[src/design/opl_pkg.sv]
package opl_pkg;

    // List geometry
    localparam int CAPACITY = 16;
    localparam int IDX_W    = $clog2(CAPACITY);
    localparam int CNT_W    = $clog2(CAPACITY + 1);
    localparam int POS_W    = 5;
    localparam int DATA_W   = 32;

    // Operation codes
    typedef enum logic [1:0] {
        MODE_INSERT = 2'd0,
        MODE_DELETE = 2'd1,
        MODE_GET    = 2'd2,
        MODE_LOCATE = 2'd3
    } t_mode;

    // Result status codes
    typedef enum logic [1:0] {
        ST_OK       = 2'd0,
        ST_POS_ERR  = 2'd1,
        ST_FULL     = 2'd2,
        ST_NOTFOUND = 2'd3
    } t_status;

    // What every cell does
    typedef enum logic [1:0] {
        CELL_HOLD = 2'd0,
        CELL_INS  = 2'd1,
        CELL_DEL  = 2'd2
    } t_cell_op;

    typedef struct packed {
        t_cell_op                 op;
        logic [IDX_W-1:0]         slot;
        logic signed [DATA_W-1:0] value;
    } t_cell_ctl;

    typedef struct packed {
        t_mode                    mode;
        logic [POS_W-1:0]         position;
        logic signed [DATA_W-1:0] value;
    } t_in_item;

    typedef struct packed {
        t_status                  status;
        logic signed [DATA_W-1:0] read_value;
        logic [POS_W-1:0]         found_position;
        logic [POS_W-1:0]         fill_count;
    } t_out_item;

endpackage

[src/design/opl_cell.sv]
module opl_cell
    import opl_pkg::*;
(
    input  logic                     i_clk,
    input  logic [IDX_W-1:0]         i_idx,
    input  t_cell_ctl                i_ctl,
    input  logic signed [DATA_W-1:0] i_lower,
    input  logic signed [DATA_W-1:0] i_upper,
    output logic signed [DATA_W-1:0] o_entry,
    output logic                     o_match
);

    logic signed [DATA_W-1:0] r_entry;
    logic signed [DATA_W-1:0] n_entry;
    logic                     r_match;

    // Shift from a neighbor, take the new word, or hold
    always_comb begin
        n_entry = r_entry;
        case (i_ctl.op)
            CELL_INS: begin
                if (i_idx == i_ctl.slot) begin
                    n_entry = i_ctl.value;
                end else if (i_idx > i_ctl.slot) begin
                    n_entry = i_lower;
                end
            end
            CELL_DEL: begin
                if (i_idx >= i_ctl.slot) begin
                    n_entry = i_upper;
                end
            end
            default: n_entry = r_entry;
        endcase
    end

    // Entry and compare result are payload, no reset needed
    always_ff @(posedge i_clk) begin
        r_entry <= n_entry;
        r_match <= (r_entry == i_ctl.value);
    end

    assign o_entry = r_entry;
    assign o_match = r_match;

endmodule

[src/design/ordered_position_list.sv]
// Ordered list of up to CAPACITY signed 32-bit words, addressed by 1-based
// position. Each input item is one operation (insert, delete, get, locate)
// and yields exactly one result item with status, read value, found
// position and the fill count after the operation. The words live in a
// row of cells, one per entry, that shift toward their neighbors for
// insert and delete and compare against the search word in parallel.
// The item is latched when accepted; in the execute state the cells
// shift and register their compare, and in the finish state the match
// bits are priority-encoded and the result is loaded once the output
// register is free. The next item is accepted only once the block is
// back in its idle state, so a new item is not taken before the last
// one is finished. The result sits in an output register, so a new
// item can be accepted while it waits. Entries are not cleared at reset;
// only positions up to the fill count are ever read.
module ordered_position_list
    import opl_pkg::*;
(
    input  logic      i_clk,
    input  logic      i_rst_n,
    input  logic      i_in_valid,
    output logic      o_in_ready,
    input  t_in_item  i_in_item,
    output logic      o_out_valid,
    input  logic      i_out_ready,
    output t_out_item o_out_item
);

    typedef enum logic [2:0] {
        S_IDLE = 3'b001,
        S_EXEC = 3'b010,
        S_FIN  = 3'b100
    } t_state;

    t_state                   r_state;
    t_state                   n_state;
    t_in_item                 r_item;
    logic [CNT_W-1:0]         r_count;
    logic [CNT_W-1:0]         n_count;
    t_status                  r_status;
    t_status                  n_status;
    logic signed [DATA_W-1:0] r_rd;
    logic signed [DATA_W-1:0] n_rd;
    logic                     r_out_valid;
    t_out_item                r_out;
    t_out_item                n_out;

    t_cell_ctl                w_ctl;
    logic signed [DATA_W-1:0] w_entry [CAPACITY];
    logic                     w_match [CAPACITY];
    logic [CNT_W:0]           w_pos_ext;
    logic [CNT_W:0]           w_cnt_ext;
    logic                     w_pos_nz;
    logic                     w_ins_pos_ok;
    logic                     w_rd_pos_ok;
    logic                     w_full;
    logic                     w_ins_ok;
    logic                     w_del_ok;
    logic [IDX_W-1:0]         w_slot;
    logic                     w_in_acc;
    logic                     w_load;
    logic [POS_W-1:0]         w_found;

    assign w_in_acc   = i_in_valid && o_in_ready;
    assign o_in_ready = (r_state == S_IDLE);
    assign w_load     = (r_state == S_FIN) && (!r_out_valid || i_out_ready);

    // Position checks against the current fill count
    assign w_pos_ext    = (CNT_W + 1)'(r_item.position);
    assign w_cnt_ext    = (CNT_W + 1)'(r_count);
    assign w_pos_nz     = (r_item.position != '0);
    assign w_ins_pos_ok = w_pos_nz && (w_pos_ext <= w_cnt_ext + 1'b1);
    assign w_rd_pos_ok  = w_pos_nz && (w_pos_ext <= w_cnt_ext);
    assign w_full       = (w_cnt_ext >= (CNT_W + 1)'(CAPACITY));
    assign w_slot       = IDX_W'(r_item.position - 1'b1);
    assign w_ins_ok     = (r_item.mode == MODE_INSERT) && w_ins_pos_ok && !w_full;
    assign w_del_ok     = (r_item.mode == MODE_DELETE) && w_rd_pos_ok;

    // Cell control, active only in the execute cycle
    always_comb begin
        w_ctl.op    = CELL_HOLD;
        w_ctl.slot  = w_slot;
        w_ctl.value = r_item.value;
        if (r_state == S_EXEC) begin
            if (w_ins_ok) begin
                w_ctl.op = CELL_INS;
            end else if (w_del_ok) begin
                w_ctl.op = CELL_DEL;
            end
        end
    end

    // Row of entry cells
    for (genvar g = 0; g < CAPACITY; g++) begin : g_cell
        logic signed [DATA_W-1:0] w_lower;
        logic signed [DATA_W-1:0] w_upper;
        if (g == 0) begin : g_first
            assign w_lower = r_item.value;
        end else begin : g_mid_lo
            assign w_lower = w_entry[g-1];
        end
        if (g == CAPACITY - 1) begin : g_last
            assign w_upper = w_entry[g];
        end else begin : g_mid_hi
            assign w_upper = w_entry[g+1];
        end
        opl_cell u_cell (
            .i_clk   (i_clk),
            .i_idx   (IDX_W'(g)),
            .i_ctl   (w_ctl),
            .i_lower (w_lower),
            .i_upper (w_upper),
            .o_entry (w_entry[g]),
            .o_match (w_match[g])
        );
    end

    // First matching position among held entries
    always_comb begin
        w_found = '0;
        for (int k = CAPACITY - 1; k >= 0; k--) begin
            if (w_match[k] && (CNT_W'(k) < r_count)) begin
                w_found = POS_W'(k + 1);
            end
        end
    end

    // Sequencer
    always_comb begin
        n_state = r_state;
        unique case (r_state)
            S_IDLE: if (w_in_acc) n_state = S_EXEC;
            S_EXEC: n_state = S_FIN;
            S_FIN:  if (w_load) n_state = S_IDLE;
            default: n_state = S_IDLE;
        endcase
    end

    // Fill count update
    always_comb begin
        n_count = r_count;
        if (r_state == S_EXEC) begin
            if (w_ins_ok) begin
                n_count = r_count + 1'b1;
            end else if (w_del_ok) begin
                n_count = r_count - 1'b1;
            end
        end
    end

    always_ff @(posedge i_clk) begin
        if (!i_rst_n) begin
            r_state     <= S_IDLE;
            r_count     <= '0;
            r_out_valid <= 1'b0;
        end else begin
            r_state <= n_state;
            r_count <= n_count;
            if (w_load) begin
                r_out_valid <= 1'b1;
            end else if (i_out_ready) begin
                r_out_valid <= 1'b0;
            end
        end
    end

    // Execute-stage status and read word
    always_comb begin
        n_status = ST_OK;
        n_rd     = '0;
        case (r_item.mode) inside
            MODE_INSERT: begin
                if (!w_ins_pos_ok) begin
                    n_status = ST_POS_ERR;
                end else if (w_full) begin
                    n_status = ST_FULL;
                end
            end
            MODE_DELETE, MODE_GET: begin
                if (!w_rd_pos_ok) begin
                    n_status = ST_POS_ERR;
                end else begin
                    n_rd = w_entry[w_slot];
                end
            end
            default: n_status = ST_OK;
        endcase
    end

    // Result item as loaded into the output register
    always_comb begin
        n_out.status         = r_status;
        n_out.read_value     = r_rd;
        n_out.found_position = '0;
        n_out.fill_count     = POS_W'(r_count);
        if (r_item.mode == MODE_LOCATE) begin
            n_out.found_position = w_found;
            n_out.status         = (w_found == '0) ? ST_NOTFOUND : ST_OK;
        end
    end

    // Item latch, execute-stage result, output register
    always_ff @(posedge i_clk) begin
        if (w_in_acc) begin
            r_item <= i_in_item;
        end
        if (r_state == S_EXEC) begin
            r_status <= n_status;
            r_rd     <= n_rd;
        end
        if (w_load) begin
            r_out <= n_out;
        end
    end

    assign o_out_valid = r_out_valid;
    assign o_out_item  = r_out;

    // Checks
    a_count_range: assert property (@(posedge i_clk) disable iff (!i_rst_n)
        r_count <= CNT_W'(CAPACITY))
        else $error("fill count above capacity");

    a_exec_follows_accept: assert property (@(posedge i_clk) disable iff (!i_rst_n)
        w_in_acc |=> (r_state == S_EXEC))
        else $error("accepted item not executed");

    a_exec_to_fin: assert property (@(posedge i_clk) disable iff (!i_rst_n)
        (r_state == S_EXEC) |=> (r_state == S_FIN))
        else $error("execute not followed by finish");

    a_insert_grows: assert property (@(posedge i_clk) disable iff (!i_rst_n)
        ((r_state == S_EXEC) && w_ins_ok) |=> (r_count == $past(r_count) + 1'b1))
        else $error("insert did not grow the list");

    a_delete_shrinks: assert property (@(posedge i_clk) disable iff (!i_rst_n)
        ((r_state == S_EXEC) && w_del_ok) |=> (r_count == $past(r_count) - 1'b1))
        else $error("delete did not shrink the list");

endmodule
[config.mk]
export PLATFORM = sky130hd
export DESIGN_NAME = ordered_position_list
export DESIGN_NICKNAME = d
export VERILOG_FILES = /design/src/design/opl_pkg.sv /design/src/design/opl_cell.sv /design/src/design/ordered_position_list.sv
export SDC_FILE = /design/constraint.sdc
export NUM_CORES = 2
export LEC_CHECK = 0
export BUFFER_PORTS_ARGS = -buffer_cell sky130_fd_sc_hd__buf_2
export CAP_MARGIN = 20
export CORE_MARGIN = 3
export CORE_UTILIZATION = 45
export CTS_BUF_LIST = sky130_fd_sc_hd__clkbuf_8
export DETAILED_ROUTE_END_ITERATION = 8
export GPL_ROUTABILITY_DRIVEN = 0
export PLACE_DENSITY = 0.7
export SKIP_LAST_GASP = 1
export SLEW_MARGIN = 10
export SYNTH_ARGS = -nofsm -noshare
export SYNTH_HDL_FRONTEND = slang
export SYNTH_HIERARCHICAL = 1
export SYNTH_SLANG_ARGS = --single-unit
[constraint.sdc]
create_clock -name i_clk -period 7.57 [get_ports i_clk]
set_input_delay 0.3785 -clock i_clk [delete_from_list [all_inputs] [get_ports i_clk]]
set_output_delay 0.3785 -clock i_clk [all_outputs]
set_load 0.005 [all_outputs]
; ---- Yosys cells after proc, flatten, opt, wreduce, memory -nomap -nowiden
; Cells that the tools add are included.
[op_classes]
addsub = 4
magnitude_cmp = 51
n_eq_ne = 71
n_mux = 98
n_bitwise = 3
n_reduce_logical = 54
[op_table]
columns = op, count
row1 = two-way mux 32 bit, 49
row2 = one-hot mux 32 bit (2 select lines), 15
row3 = equality test 32 bit, 16
row4 = binary-select mux 32 bit (select 4 bit), 1
row5 = two-way mux 5 bit, 18
row6 = inequality test 3 x 1 -> 1 bit (second input constant), 15
row7 = AND reduction 3 bit, 15
row8 = < comparator 4 x 5 -> 1 bit (first input constant), 8
row9 = equality test 4 bit (first input constant), 8
row10 = > comparator 4 bit (first input constant), 8
row11 = inequality test 2 x 1 -> 1 bit (second input constant), 16
row12 = >= comparator 4 bit (first input constant), 7
row13 = logical AND 1 bit, 23
row14 = < comparator 3 x 5 -> 1 bit (first input constant), 4
row15 = equality test 3 x 4 -> 1 bit (first input constant), 4
row16 = >= comparator 3 x 4 -> 1 bit (first input constant), 4
row17 = > comparator 3 x 4 -> 1 bit (first input constant), 4
row18 = two-way mux 2 bit, 8
row19 = >= comparator 5 bit (second input constant), 2
row20 = < comparator 1 x 5 -> 1 bit (first input constant), 2
row21 = < comparator 2 x 5 -> 1 bit (first input constant), 2
row22 = one-hot mux 3 bit (3 select lines), 1
row23 = equality test 2 x 4 -> 1 bit (first input constant), 2
row24 = >= comparator 1 x 4 -> 1 bit (first input constant), 2
row25 = 30 further kinds, 47
[word_totals]
regBits = 654
output_inout_bits = 46
elab_cells = 325

; ---- Depth between registers and ports, before layout
[logic_depth]
ltp_word = 21
mapped_depth = 16
mapped_depth_nobuf = 12

; ---- By module
; The synthesis kept the hierarchy.
[by_module_without_submodules]
columns = module, n_inst, cells_each, area_per_inst_um2, seq_area_each_um2
row1 = opl_cell, 16, 198, 2124.5, 980.9
row2 = ordered_position_list, 1, 560, 8994.9, 3693.5

; ---- Worst setup path before layout
; Ideal clock, no wire load.
[synth_timing]
path_kind = register to register
start = register r_item[32] (netlist name)
end = register g_cell[0].u_cell.r_entry[0], enable pin
setup_ps = 441
arrival_ps = 6360
t_required_ps = 7129
slack_ps = 770
stages_incl_launch_ff = 11
path_buffers = 3
synth_period_minus_slack_ps = 6800
cell_sequence = edfxtp_1 clkbuf_1 buf_2 buf_4 inv_1 ha_1 nor4b_1 nor4b_4 nor3_1 xnor2_1 a31oi_1
[synth_lines]
columns = element, line
row1 = from (decl), ordered_position_list.sv:36  ; t_in_item r_item;
row2 = from (signal assigned), ordered_position_list.sv:204  ; r_item <= i_in_item;
row3 = to (signal assigned), opl_cell.sv:39  ; r_entry <= n_entry;
row4 = to (decl), opl_cell.sv:13  ; logic signed [DATA_W-1:0] r_entry;

==> out/summary.log <==
qor: outcome.run_status finished clean
qor: floorplanning.top_level_ports 89
qor: grt.grt_usage 0.2164
qor: routing.wl 107.8 mm
qor: floorplanning.placeableCoreArea 94030 um^2
qor: layout.final_net_count 4013
qor: cts.clock_insertion_delay_worst_skew 0.76 ns
qor: setup_path.critical_path.reg2reg.startpoint r_count[2]
qor: floorplanning.design.die.area 99270 um^2
qor: worst_hold_path.hold_end o_out_valid
qor: placed_design.port_buffers 88
qor: cts.worst_setup_hold_path_clk_slew 0.06 ns
qor: sta.rsz_0062_raised_after_global_routing no
qor: cts.cts_htree_levels 3
qor: sta.min_period 5.256 ns
qor: yosys.ys.warnings.count 6
qor: sta.final_hold_viol_count 0
qor: yosys.post_synth_inst_count 3728
qor: sta.fin_worst_hold_slack 0.06254 ns
qor: worst_hold_path.holdCritPathClass in -> reg
qor: routing.routed-wl-met3 9.387 mm
qor: setup_path.worst-r2r-cell-count 11
qor: sta.fin_setup_tns 0 ns
qor: pwr.power_density 178.3 nW/um^2
qor: floorplanning.initial_core_util 0.4572
qor: sta.final-setup-viol-count 0
qor: sta.worstMarginPinSlew 1.089 ns
qor: sta.layout_worst_path_cycle_share 0.6943
qor: cts.postCtsSetupBuffers 0
qor: routing.drcViolationCount 0
qor: yosys.avgSynthCellArea 11.53 um^2
qor: sta.skew 0.04317 ns
qor: sta.timing.final.max_slew_violations 0
qor: pwr.leakage_power 18.99 nW
qor: setup_path.start_kind register
qor: yosys.fraction_of_the_yosys_area_taken_by_sequential_cells 0.4510
qor: setup_path.critical_path.max_fanout 32
qor: cts.cts_max_path_buffers 3
qor: yosys.predominant_post_synthesis_flop_cell edfxtp_1
qor: worst_hold_path.min_from i_out_ready
qor: grt.grt_start_max_net_pins 99
qor: cts.tritoncts.num_buffers 110
qor: layout.multi_input_comb_area 22600 um^2
qor: yosys.synth-seq-cells 654
qor: cts.cts_tree yes
qor: setup_path.reg2reg_to g_cell[0].u_cell/o_entry[16]
qor: worst_hold_path.number_of_cells_on_the_worst_hold_path 3
qor: layout.regArea 19390 um^2
qor: grt.grt_pass1_wl 167.6 mm
qor: routing.firstDrtPassIters 6
qor: floorplanning.std_cell_rows 112
qor: grt.grt-ovfl-total 0
qor: setup_path.cp_data_arrival_time 5.61 ns
qor: routing.wirelength_met1 50.45 mm
qor: routing.route.vias.total 29470
qor: layout.layout-drive-gt1-share 0.1304
qor: routing.wire_per_inst 20.59 um
qor: layout.layout-area-overhead-vs-synth 10.54%
qor: yosys.synth_enable_flop_cells 629
qor: yosys.ys_async_sr_fraction 0
qor: grt.vias_in_the_first_global_route 28240
qor: sta.fmax 190.3 MHz
qor: pwr.post-layout-total-power 8.472 mW
qor: setup_path.crit_required 7.92 ns
qor: layout.final_core_utilization 0.5053
qor: pwr.peakVddDrop 0.1523 mV
qor: layout.nFillCells 8291
qor: floorplanning.floorplan.die.height 315.1 um
qor: setup_path.crit_type reg -> reg
qor: yosys.post_synth_instance_area 42990 um^2
qor: sta.slew_headroom 0.2737
qor: floorplanning.die_w 315.1 um
qor: job.max_cap_check_violation_count 0
qor: routing.top_signal_layer_used met5
qor: placed_design.hpwlAfterDp 81.63 mm
qor: setup_path.worst-r2r-setup-slack 2.31 ns
qor: setup_path.worstSetupEndpointType register
qor: grt.antenna_violations_before_repair 13
qor: cts.numClockSinks 654
qor: cts.clock_tree.root_cell clkbuf_8
qor: routing.drt-vias-per-instance 5.627
qor: yosys.yosys.cell_types.count 56
qor: routing.route.antenna.remaining_nets 0
qor: routing.drt-initial-drc-count 2698
qor: routing.met2WireLength 46.05 mm
synth_stat cells (18+ instances only):
| cell | instances | share of area |
|---|---|---|
| edfxtp_1 | 629 | 0.44 |
| nand2_1 | 527 | 0.046 |
| mux2i_1 | 518 | 0.12 |
| xor2_1 | 513 | 0.10 |
| o21ai_0 | 465 | 0.054 |
| mux4_2 | 160 | 0.084 |
| nor4_1 | 128 | 0.019 |
| inv_1 | 96 | 0.0084 |
| buf_2 | 91 | 0.011 |
| ha_1 | 82 | 0.024 |
| o21ai_1 | 81 | 0.0094 |
| clkbuf_1 | 59 | 0.0052 |
| nor2b_1 | 54 | 0.0079 |
| buf_6 | 49 | 0.013 |
| nor2_1 | 34 | 0.0030 |
| nand4_1 | 32 | 0.0047 |
| dfxtp_1 | 25 | 0.012 |
| xnor2_1 | 22 | 0.0045 |
| a31oi_1 | 19 | 0.0028 |
| a21oi_1 | 18 | 0.0021 |
per-stage QoR:
| step | instance area, um^2 | setup WS (ns) | std cells |
|---|---|---|---|
| 3_5_place_dp | 44770 | 2.317 | 4979 |
| 2_1_floorplan | 43220 | 0.7697 | 3790 |
| 6_report | 47520 | 2.314 | 5236 |
| 4_1_cts | 47300 | 2.320 | 5223 |
| 5_1_grt | 47510 | 2.007 | 5234 |
| 3_3_place_gp | 44770 | 2.428 | 4979 |
how the worst max path moves through the flow:
| stage | to | depth (start not counted) | start | slack [ns] |
|---|---|---|---|---|
| after detailed placement | g_cell[13].u_cell/o_entry[31] | 7 | r_item[32] | 2.32 |
| after global placement | g_cell[13].u_cell/o_entry[14] | 7 | r_item[32] | 2.43 |
| after CTS | g_cell[13].u_cell/o_entry[13] | 7 | r_item[32] | 2.32 |
| final | g_cell[0].u_cell/o_entry[16] | 11 | r_count[2] | 2.31 |
| after global routing | g_cell[13].u_cell/o_entry[13] | 7 | r_item[32] | 2.01 |
| after floorplan | g_cell[0].u_cell/o_entry[0] | 10 | r_item[32] | 0.77 |
state kept, by name, indices dropped and copies added (netlist names):
signal / cells
r_status: 2
g_cell.w_lower: 32
o_out_item: 44
r_item: 7
r_rd: 32
r_count: 5
r_state: 3
g_cell.u_cell/o_entry: 512
g_cell.u_cell/o_match: 16
o_out_valid: 1
repair_timing:
action / in CTS / in global routing
hold buffers: 41 / 0
hold endpoints to repair: 42 / 0
resized for setup: 0 / 0
cells in the final DEF (no fill, tap or decap), types with 38 or more instances in the layout:
cell           Yosys  routed
inv_1             96     125
nand2_1          527     527
conb_1             2      64
o21ai_1           81      81
edfxtp_1         629     629
nor4_1           128     128
o21ai_0          465     465
clkbuf_8           0     114
xor2_1           513     512
nor2b_1           54      38
ha_1              82      81
mux2i_1          518     518
buf_2             91      88
buf_4              5      52
mux4_2           160     160
dlygate4sd3_1      0      41
layout make-up:
type | count | area share
antenna | 3 | 0.0001580
timing repair buffer | 192 | 0.03091
sequential | 654 | 0.4080
clock inverter | 89 | 0.01153
tap | 1254 | 0.03302
multi-input combinational | 2832 | 0.4755
inverter | 98 | 0.007794
clock buffer | 114 | 0.03302
power by group:
part           internal, mW  total, mW  switching, mW
logic                 0.557       1.35          0.792
registers              3.99       4.01         0.0194
clock network          1.61       3.11           1.50
cell families (layout without fill, tap and decap cells):
family,count (synthesis),after routing,synth area share
multiplexers,678,678,0.2044
buffers and inverters,304,493,0.03825
other,2,67,0.0001747
adder cells (fa/ha/maj),82,82,0.02387
AO/OA/AOI/OAI,624,624,0.07611
XOR/XNOR,535,535,0.1090
flip-flops,654,654,0.4510
AND/OR/NAND/NOR,849,849,0.09713
per-layer routing:
layer / global-route usage / vias up
met4: 0.04537 / 2
met5: 0 / -
met3: 0.04398 / 127
li1: - / 14050
met1: 0.3302 / 14140
met2: 0.3176 / 1142
critical path: stages, from the launching register on:
cell and delay, ns:
dfxtp_1 0.75, and3_1 0.32, xnor2_1 0.14, ha_1 0.26, a21o_1 0.17, a21oi_1 0.20
a21oi_2 0.11, nor4b_4 0.57, and2_2 0.82, buf_4 0.45, xnor2_1 0.16, a31oi_4 0.85
No activity file was read; power rests on OpenSTA's default activity.
